`src/rtl/mmsr_pkg.sv`:
```
`timescale 1ns / 1ps
// Shared types and constants for the multi-motor slew ramp block.
// No dependencies; every other file in rtl/ uses this package.
package mmsr_pkg;

	localparam int NUM_MOTORS    = 7;
	localparam int PULSE_BITS    = 12;
	localparam int MOTOR_BITS    = 3;
	localparam int PCT_BITS      = 7;
	localparam int CFG_IDX_BITS  = 2;
	localparam int FIFO_IDX_BITS = (NUM_MOTORS > 1) ? $clog2(NUM_MOTORS) : 1;
	localparam int CNT_BITS      = $clog2(NUM_MOTORS + 1);

	localparam logic [PULSE_BITS-1:0] MAX_RESET   = PULSE_BITS'(2000);
	localparam logic [PULSE_BITS-1:0] MIN_RESET   = PULSE_BITS'(1000);
	localparam logic [PULSE_BITS-1:0] PULSE_RESET = PULSE_BITS'((2000 + 1000) / 2);
	localparam logic [PCT_BITS-1:0]   PCT_RESET   = PCT_BITS'(10);
	localparam logic [PCT_BITS-1:0]   PCT_DEFAULT = PCT_BITS'(10);
	localparam logic [PCT_BITS-1:0]   PCT_FULL    = PCT_BITS'(100);

	// floor(x / 100) via reciprocal, low by at most one, fixed by one compare
	localparam int PROD_BITS   = PULSE_BITS + PCT_BITS;
	localparam int RECIP_BITS  = PROD_BITS - 6;
	localparam int RECIP_SHIFT = PROD_BITS;
	localparam logic [RECIP_BITS-1:0] RECIP = RECIP_BITS'((64'd1 << PROD_BITS) / 100);
	localparam logic [PROD_BITS-1:0]  DIVISOR = PROD_BITS'(100);

	typedef enum logic {
		CMD_SET  = 1'b0,
		CMD_TICK = 1'b1
	} cmd_t;

	typedef enum logic [CFG_IDX_BITS-1:0] {
		REG_MAX_PULSE    = 2'd0,
		REG_MIN_PULSE    = 2'd1,
		REG_STEP_PERCENT = 2'd2
	} reg_idx_t;

	typedef struct packed {
		cmd_t                  cmd;
		logic [MOTOR_BITS-1:0] motor_sel;
		logic [PULSE_BITS-1:0] target_pulse;
	} in_item_t;

	typedef struct packed {
		logic [MOTOR_BITS-1:0] motor_out;
		logic [PULSE_BITS-1:0] pulse_out;
		logic                  reached;
		logic                  ticks_needed;
	} out_item_t;

	typedef struct packed {
		logic                  busy;
		logic [PULSE_BITS-1:0] max_pulse;
		logic [PULSE_BITS-1:0] min_pulse;
		logic [PULSE_BITS-1:0] step;
	} limits_t;

endpackage

```
`src/rtl/mmsr_step_calc.sv`:
```
`timescale 1ns / 1ps
// Configuration registers and the ramp step pipeline (range * percent / 100).
// Depends on mmsr_pkg.
module mmsr_step_calc (
	input  logic                              clk,
	input  logic                              arst_n,
	input  logic                              cfg_valid,
	output logic                              cfg_ready,
	input  logic [mmsr_pkg::CFG_IDX_BITS-1:0] cfg_index,
	input  logic [mmsr_pkg::PULSE_BITS-1:0]   cfg_data,
	output mmsr_pkg::limits_t                 limits
);

	localparam logic [1:0] SETTLE = 2'd3;

	logic [mmsr_pkg::PULSE_BITS-1:0] max_q, min_q;
	logic [mmsr_pkg::PCT_BITS-1:0]   pct_q;
	logic [1:0]                      settle_q;

	logic [mmsr_pkg::PULSE_BITS-1:0] range;
	logic [mmsr_pkg::PCT_BITS-1:0]   pct_eff;
	logic [mmsr_pkg::PROD_BITS-1:0]  prod_s1, prod_s2, rem;
	logic [mmsr_pkg::PULSE_BITS-1:0] quot_s2, quot_fix, step_q;
	logic [mmsr_pkg::PROD_BITS+mmsr_pkg::RECIP_BITS-1:0] recip_prod;
	logic                            cfg_wr;

	assign cfg_ready = 1'b1;
	assign cfg_wr    = cfg_valid & cfg_ready;

	always_ff @(posedge clk or negedge arst_n) begin
		if (!arst_n) begin
			max_q    <= mmsr_pkg::MAX_RESET;
			min_q    <= mmsr_pkg::MIN_RESET;
			pct_q    <= mmsr_pkg::PCT_RESET;
			settle_q <= SETTLE;
		end else if (cfg_wr) begin
			settle_q <= SETTLE;
			case (mmsr_pkg::reg_idx_t'(cfg_index))
				mmsr_pkg::REG_MAX_PULSE:    max_q <= cfg_data;
				mmsr_pkg::REG_MIN_PULSE:    min_q <= cfg_data;
				mmsr_pkg::REG_STEP_PERCENT: pct_q <= cfg_data[mmsr_pkg::PCT_BITS-1:0];
				default: ;
			endcase
		end else if (settle_q != 2'd0) begin
			settle_q <= settle_q - 2'd1;
		end
	end

	always_comb begin
		range = (max_q > min_q) ? (max_q - min_q) : '0;
		if (pct_q == '0)
			pct_eff = mmsr_pkg::PCT_DEFAULT;
		else if (pct_q > mmsr_pkg::PCT_FULL)
			pct_eff = mmsr_pkg::PCT_FULL;
		else
			pct_eff = pct_q;
		recip_prod = prod_s1 * mmsr_pkg::RECIP;
		rem        = prod_s2 - mmsr_pkg::PROD_BITS'(quot_s2 * mmsr_pkg::DIVISOR);
		quot_fix   = (rem >= mmsr_pkg::DIVISOR) ? quot_s2 + 1'b1 : quot_s2;
	end

	always_ff @(posedge clk) begin
		prod_s1 <= mmsr_pkg::PROD_BITS'(range) * mmsr_pkg::PROD_BITS'(pct_eff);
		prod_s2 <= prod_s1;
		quot_s2 <= mmsr_pkg::PULSE_BITS'(recip_prod >> mmsr_pkg::RECIP_SHIFT);
		step_q  <= (quot_fix == '0) ? mmsr_pkg::PULSE_BITS'(1) : quot_fix;
	end

	assign limits.busy      = (settle_q != 2'd0);
	assign limits.max_pulse = max_q;
	assign limits.min_pulse = min_q;
	assign limits.step      = step_q;

endmodule

```
`src/rtl/mmsr_motor_core.sv`:
```
`timescale 1ns / 1ps
// Per-motor pulse state, pending queue and the combinational ramp update.
// Depends on mmsr_pkg.
module mmsr_motor_core (
	input  logic               clk,
	input  logic               arst_n,
	input  logic               fire,
	input  mmsr_pkg::in_item_t item,
	input  mmsr_pkg::limits_t  limits,
	output logic               has_result,
	output mmsr_pkg::out_item_t result
);

	localparam int N  = mmsr_pkg::NUM_MOTORS;
	localparam int IB = mmsr_pkg::FIFO_IDX_BITS;
	localparam int CB = mmsr_pkg::CNT_BITS;
	localparam int PB = mmsr_pkg::PULSE_BITS;
	localparam int MB = mmsr_pkg::MOTOR_BITS;

	logic [PB-1:0] cur_q [N];
	logic [PB-1:0] tgt_q [N];
	logic [MB-1:0] fifo_q [N];
	logic [N-1:0]  pend_q;
	logic [IB-1:0] head_q;
	logic [CB-1:0] count_q;

	logic          is_tick, en;
	logic [MB-1:0] head_m, sel_m;
	logic [IB-1:0] m_idx, head1, slot;
	logic [CB-1:0] count1, count2;
	logic [CB:0]   slot_sum;
	logic [N-1:0]  pend1, pend2;
	logic [PB-1:0] clamped, tgt_new, cur_old, cur_new, s;
	logic          done;

	always_comb begin
		is_tick = (item.cmd == mmsr_pkg::CMD_TICK);
		head_m  = fifo_q[head_q];
		if (32'(head_m) >= N)
			head_m = '0;
		sel_m = is_tick ? head_m : item.motor_sel;
		m_idx = IB'(sel_m);
		has_result = is_tick ? (count_q != '0) : (32'(item.motor_sel) < N);

		clamped = item.target_pulse;
		if (clamped > limits.max_pulse)
			clamped = limits.max_pulse;
		if (clamped < limits.min_pulse)
			clamped = limits.min_pulse;
		tgt_new = is_tick ? tgt_q[m_idx] : clamped;

		s       = limits.step;
		cur_old = cur_q[m_idx];
		if (cur_old < tgt_new)
			cur_new = (tgt_new - cur_old <= s) ? tgt_new : cur_old + s;
		else if (cur_old > tgt_new)
			cur_new = (cur_old - tgt_new <= s) ? tgt_new : cur_old - s;
		else
			cur_new = cur_old;
		done = (cur_new == tgt_new);

		pend1  = pend_q;
		head1  = head_q;
		count1 = count_q;
		if (is_tick) begin
			pend1[m_idx] = 1'b0;
			head1  = (32'(head_q) == N - 1) ? '0 : head_q + 1'b1;
			count1 = count_q - 1'b1;
		end
		en       = !done && !pend1[m_idx] && (32'(count1) < N);
		slot_sum = (CB+1)'(head1) + (CB+1)'(count1);
		if (32'(slot_sum) >= N)
			slot_sum = slot_sum - (CB+1)'(N);
		slot   = IB'(slot_sum);
		pend2  = pend1;
		if (en)
			pend2[m_idx] = 1'b1;
		count2 = count1 + CB'(en);

		result.motor_out    = sel_m;
		result.pulse_out    = cur_new;
		result.reached      = done;
		result.ticks_needed = (count2 != '0);
	end

	always_ff @(posedge clk or negedge arst_n) begin
		if (!arst_n) begin
			for (int i = 0; i < N; i++) begin
				cur_q[i] <= mmsr_pkg::PULSE_RESET;
				tgt_q[i] <= mmsr_pkg::PULSE_RESET;
			end
			pend_q  <= '0;
			head_q  <= '0;
			count_q <= '0;
		end else if (fire && has_result) begin
			cur_q[m_idx] <= cur_new;
			tgt_q[m_idx] <= tgt_new;
			pend_q  <= pend2;
			head_q  <= head1;
			count_q <= count2;
		end
	end

	always_ff @(posedge clk) begin
		if (fire && has_result && en)
			fifo_q[slot] <= sel_m;
	end

endmodule

```
`src/rtl/multi_motor_slew_ramp_core.sv`:
```
`timescale 1ns / 1ps
// Top level of the multi-motor slew ramp block: input register, update core, result register.
// Depends on mmsr_pkg, mmsr_step_calc and mmsr_motor_core.
//
// Use: the cfg channel writes max_pulse (index 0), min_pulse (1) and
// step_percent (2); write only while the block is idle. A write
// reaches step_q via prod_s1 and quot_s2; in_ready stays low meanwhile.
// Each request on the in channel is either a set (new target for one
// motor) or a timer tick (step the motor at the head of the queue).
// A request sits in the input register, where the core reads and
// updates the motor state, and its result lands in the output register.
// One request is taken per cycle while out_ready is high and no cfg
// write is settling; the state update of one request is written as it
// leaves the input register, so the next one sees it with no stall.
// A set for a motor index out of range and a tick with an empty queue
// give no result. While out_ready is low one result waits in the output
// register and one request in the input register; in_ready then drops.
// Reset puts all motors at pulse 1500, empties the queue, restores the
// register defaults and holds in_ready low until settle_q runs out.
module multi_motor_slew_ramp_core (
	input  logic                              clk,
	input  logic                              arst_n,
	input  logic                              in_valid,
	output logic                              in_ready,
	input  mmsr_pkg::in_item_t                in_data,
	output logic                              out_valid,
	input  logic                              out_ready,
	output mmsr_pkg::out_item_t               out_data,
	input  logic                              cfg_valid,
	output logic                              cfg_ready,
	input  logic [mmsr_pkg::CFG_IDX_BITS-1:0] cfg_index,
	input  logic [mmsr_pkg::PULSE_BITS-1:0]   cfg_data
);

	mmsr_pkg::limits_t   limits;
	mmsr_pkg::in_item_t  item_s1;
	mmsr_pkg::out_item_t result, out_q;
	logic                valid_s1, out_valid_q, has_result, advance;

	mmsr_step_calc u_step (
		.clk       (clk),
		.arst_n    (arst_n),
		.cfg_valid (cfg_valid),
		.cfg_ready (cfg_ready),
		.cfg_index (cfg_index),
		.cfg_data  (cfg_data),
		.limits    (limits)
	);

	mmsr_motor_core u_core (
		.clk        (clk),
		.arst_n     (arst_n),
		.fire       (advance),
		.item       (item_s1),
		.limits     (limits),
		.has_result (has_result),
		.result     (result)
	);

	assign advance  = valid_s1 && (!has_result || !out_valid_q || out_ready);
	assign in_ready = !limits.busy && (!valid_s1 || advance);

	always_ff @(posedge clk or negedge arst_n) begin
		if (!arst_n) begin
			valid_s1    <= 1'b0;
			out_valid_q <= 1'b0;
		end else begin
			if (in_valid && in_ready)
				valid_s1 <= 1'b1;
			else if (advance)
				valid_s1 <= 1'b0;
			if (advance && has_result)
				out_valid_q <= 1'b1;
			else if (out_ready)
				out_valid_q <= 1'b0;
		end
	end

	always_ff @(posedge clk) begin
		if (in_valid && in_ready)
			item_s1 <= in_data;
		if (advance && has_result)
			out_q <= result;
	end

	assign out_valid = out_valid_q;
	assign out_data  = out_q;

endmodule

```
`config.mk`:
```
export PLATFORM = sky130hd
export DESIGN_NAME = multi_motor_slew_ramp_core
export DESIGN_NICKNAME = d
export VERILOG_FILES = /design/src/rtl/mmsr_pkg.sv /design/src/rtl/mmsr_step_calc.sv /design/src/rtl/mmsr_motor_core.sv /design/src/rtl/multi_motor_slew_ramp_core.sv
export SDC_FILE = /design/constraint.sdc
export NUM_CORES = 1
export LEC_CHECK = 0
export BUFFER_PORTS_ARGS = -buffer_cell sky130_fd_sc_hd__buf_2
export CAP_MARGIN = 10
export CORE_MARGIN = 2
export CORE_UTILIZATION = 40
export CTS_BUF_LIST = sky130_fd_sc_hd__clkbuf_2 sky130_fd_sc_hd__clkbuf_4 sky130_fd_sc_hd__clkbuf_8
export CTS_CLUSTER_SIZE = 12
export DETAILED_ROUTE_END_ITERATION = 8
export MAX_ROUTING_LAYER = met4
export RECOVER_POWER = 100
export REMOVE_ABC_BUFFERS = 1
export SETUP_SLACK_MARGIN = 0.05
export SKIP_CTS_REPAIR_TIMING = 1
export SLEW_MARGIN = 10
export SYNTH_ARGS = -nofsm -noshare
export SYNTH_HDL_FRONTEND = slang
export SYNTH_SLANG_ARGS = --single-unit
```
`constraint.sdc`:
```
create_clock -name clk -period 14.3 [get_ports clk]
set_clock_uncertainty 0.1 [all_clocks]
set_input_delay 2.86 -clock clk [delete_from_list [all_inputs] [get_ports clk]]
set_output_delay 2.86 -clock clk [all_outputs]
set_load 0.02 [all_outputs]
```
==> run_results.csv <==
group,metric,value,unit
status,violations,"capacitance limit, slew limit",
floorplanning,io_pins,55,
worst_setup_path,path_common_cell,"ha_1",
placed_design,place_area,28300,um2
worst_setup_path,cp-start-kind,"register",
timing,finalMaxSlewViolations,365,
floorplanning,core,67200,um2
worst_setup_path,worst-endpoint-required,14.65,ns
synthesis,ys_ff_latch,330,
placed_design,gp_congestion,0.947,
floorplanning,start_util,0.404,
synthesis,netlist_instances,2912,
timing,finalCriticalPeriod,12.87,ns
global_route,grt_usage,0.232,
synthesis,yosysTopAreaCellShare,0.144,
synthesis,ys.flop_type,"dfstp_2",
timing,setup_viol,0,
synthesis,ys_top_cells_by_count,"nand2_1 (370), inv_1 (323), ha_1 (312)",
job,maxCapViolations,8,
synthesis,synth_edf_count,54,
clocking,cts_buffers,59,
placed_design,io_buffers,53,
synthesis,ys_types,107,
floorplanning,die_area,69900,um2
global_route,grt_overflow_total,0,
finish,nets,3422,
timing,max_freq,77.7,MHz
synthesis,async_reset_ff_frac,0.655,
worst_setup_path,cp-startpoint,"u_core.head_q[0]$_DFFE_PN0P_",
worst_setup_path,cp_slowest_cell,"clkinvlp_2",
synthesis,syn-cell-area,27100,um2
clocking,htreeDepth,2,
placed_design,dpl.hpwl,60.2,mm
clocking,cts_sinks,330,
routing,drt_iter0_markers,1627,
synthesis,synth_most_common_cell,"nand2_1",
timing,max_slew_margin,-2.97,
timing,rsz0062_at_grt,"no",
worst_setup_path,worstPathArrival,13.23,ns
routing,wl,79.4,mm
synthesis,yosys.area.top_type,"ha_1",
global_route,grt_max_degree,109,
worst_setup_path,max_stage_delay,1.47,ns
synthesis,ys_seq_area_frac,0.308,
routing,vias,21900,
timing,hold_violations,0,
finish,utilization,0.439,
worst_setup_path,crit_path_end_kind,"register",
timing,fin_crit_sh,0.900,
global_route,antenna_found_initial,7,
clocking,cts_tree,"done",
global_route,grt_pass1_vias,22000,
clocking,clk_latency,0.71,ns
timing,fin_tns_setup,0,ns
finish,drive_gt1_frac,0.124,
worst_hold_path,holdCritStartpoint,"u_core.cur_q[18]$_DFFE_PN1P_",
synthesis,synth.area.top_cells,"ha_1 (14%), dfstp_2 (11%), fa_1 (10%), dfrtp_1 (9.4%), edfxtp_1 (6.0%)",
worst_hold_path,min_path_type,"reg2reg",
floorplanning,rows,95,
routing,first_pass_iters,8,
routing,wire_per_inst,20.5,um
clocking,cts-root-buf,"clkbuf_8",
worst_setup_path,critical_path_class,"reg2reg",
routing,via_per_inst,5.66,
floorplanning,die_w,264,um
clocking,clk_pin_slew,0.06,ns
finish,finish.instance_area,29500,um2
status,status,"finished with violations",
synthesis,syn_area_per_cell,9.32,um2
worst_setup_path,timing.rr.start,"u_core.head_q[0]$_DFFE_PN0P_",
worst_setup_path,cp_max_fo,33,
finish,areaGrowthSynthToFinish,8.73,%
finish,fill_cells,6518,
routing,ant_nets,0,
routing,drc_errors,0,
synthesis,yosysWarnings,0,
floorplanning,fp.dieH,264,um
global_route,grt_pass1_wl,124,mm
clocking,cts_buffer_depth,3,
timing,max_slew.worst_pin.slew,5.95,ns
==> critical path: cells and delay by family, from the launching register on <==
family                   cells  cell delay (ns)
adder cells (fa/ha/maj)      4             1.42
multiplexers                 2             0.40
flip-flops                   1             0.93
buffers and inverters        5             2.51
AO/OA/AOI/OAI               14             5.00
XOR/XNOR                     1             0.14
AND/OR/NAND/NOR              6             2.04
==> through the flow <==
step | instances | hold slack (ns) | worst slack [ns]
2_1_floorplan | 2791 | 0.336 | 3.66
3_3_place_gp | 3750 | 0.350 | 2.90
3_5_place_dp | 3750 | 0.355 | 2.65
4_1_cts | 3861 | 0.365 | 2.71
5_1_grt | 3868 | 0.385 | 0.970
6_report | 3868 | 0.366 | 1.43
==> state kept, by name, summed over array words and instances (netlist names), 16 cells and up <==
name / count
u_step.prod_s2: 17
u_core.cur_q: 84
item_s1: 16
u_step.prod_s1: 19
u_core.tgt_q: 84
out_data: 17
u_core.fifo_q: 21
==> metal layers <==
metal | vias up | GRT usage | share of wire
met5 | - | - | 0
met4 | 0 | 0.0627 | 0.023
met2 | 702 | 0.381 | 0.48
met3 | 145 | 0.0367 | 0.058
li1 | 10300 | - | -
met1 | 10700 | 0.298 | 0.44
==> area by class of cell <==
type                    count  area (um2)  share of cell area
diodes                      7        17.5            0.000594
clock buffers              87        1080              0.0368
clock inverters            24         274             0.00929
inverters                 331        1240              0.0422
multi-input cells        2130       17000               0.576
flip-flops and latches    330        8370               0.284
well taps                 873        1090              0.0370
repair buffers             86         438              0.0148
==> layout by cell type, fill, tap and decap left out, types with 31 or more instances in the layout <==
| cell | instances |
|---|---|
| a21o_1 | 34 |
| a21oi_1 | 116 |
| dfrtp_1 | 102 |
| xor2_1 | 38 |
| edfxtp_1 | 54 |
| nor3_1 | 59 |
| dfxtp_1 | 60 |
| nand4_1 | 31 |
| nor2_1 | 92 |
| ha_1 | 312 |
| mux2_2 | 52 |
| nand2_1 | 370 |
| dfstp_2 | 113 |
| inv_1 | 324 |
| nand3_1 | 57 |
| fa_1 | 137 |
| clkbuf_1 | 38 |
| xnor2_1 | 77 |
| o21ai_0 | 260 |
| clkbuf_8 | 69 |
==> path summary, 6_finish.rpt <==
path                                                     end  slack [ns]  cells past startpoint
max in group asynchronous        u_step.min_q[4]$_DFFE_PN0P_        4.98                      3
worst max-delay path                   out_data[0]$_DFFE_PP_        1.43                     32
min in group asynchronous        u_core.cur_q[1]$_DFFE_PN0P_        4.29                      1
worst min register to register  u_core.cur_q[18]$_DFFE_PN1P_        0.37                      2
worst min-delay path            u_core.cur_q[18]$_DFFE_PN1P_        0.37                      2
worst max register to register         out_data[0]$_DFFE_PP_        1.43                     32
==> cells by family after synthesis <==
kind of cell / synth area share
and+or+nand+nor: 0.134
AOI/OAI and AO/OA: 0.176
buffers and inverters: 0.0651
adders and majority gates: 0.245
DFF: 0.308
xor gates and xnor gates: 0.0371
muxes: 0.0344
other: 0.000138
Power is left out: the tool's default activity adds up to more than one toggle a clock period on the data nets, which glitch-free logic cannot reach.
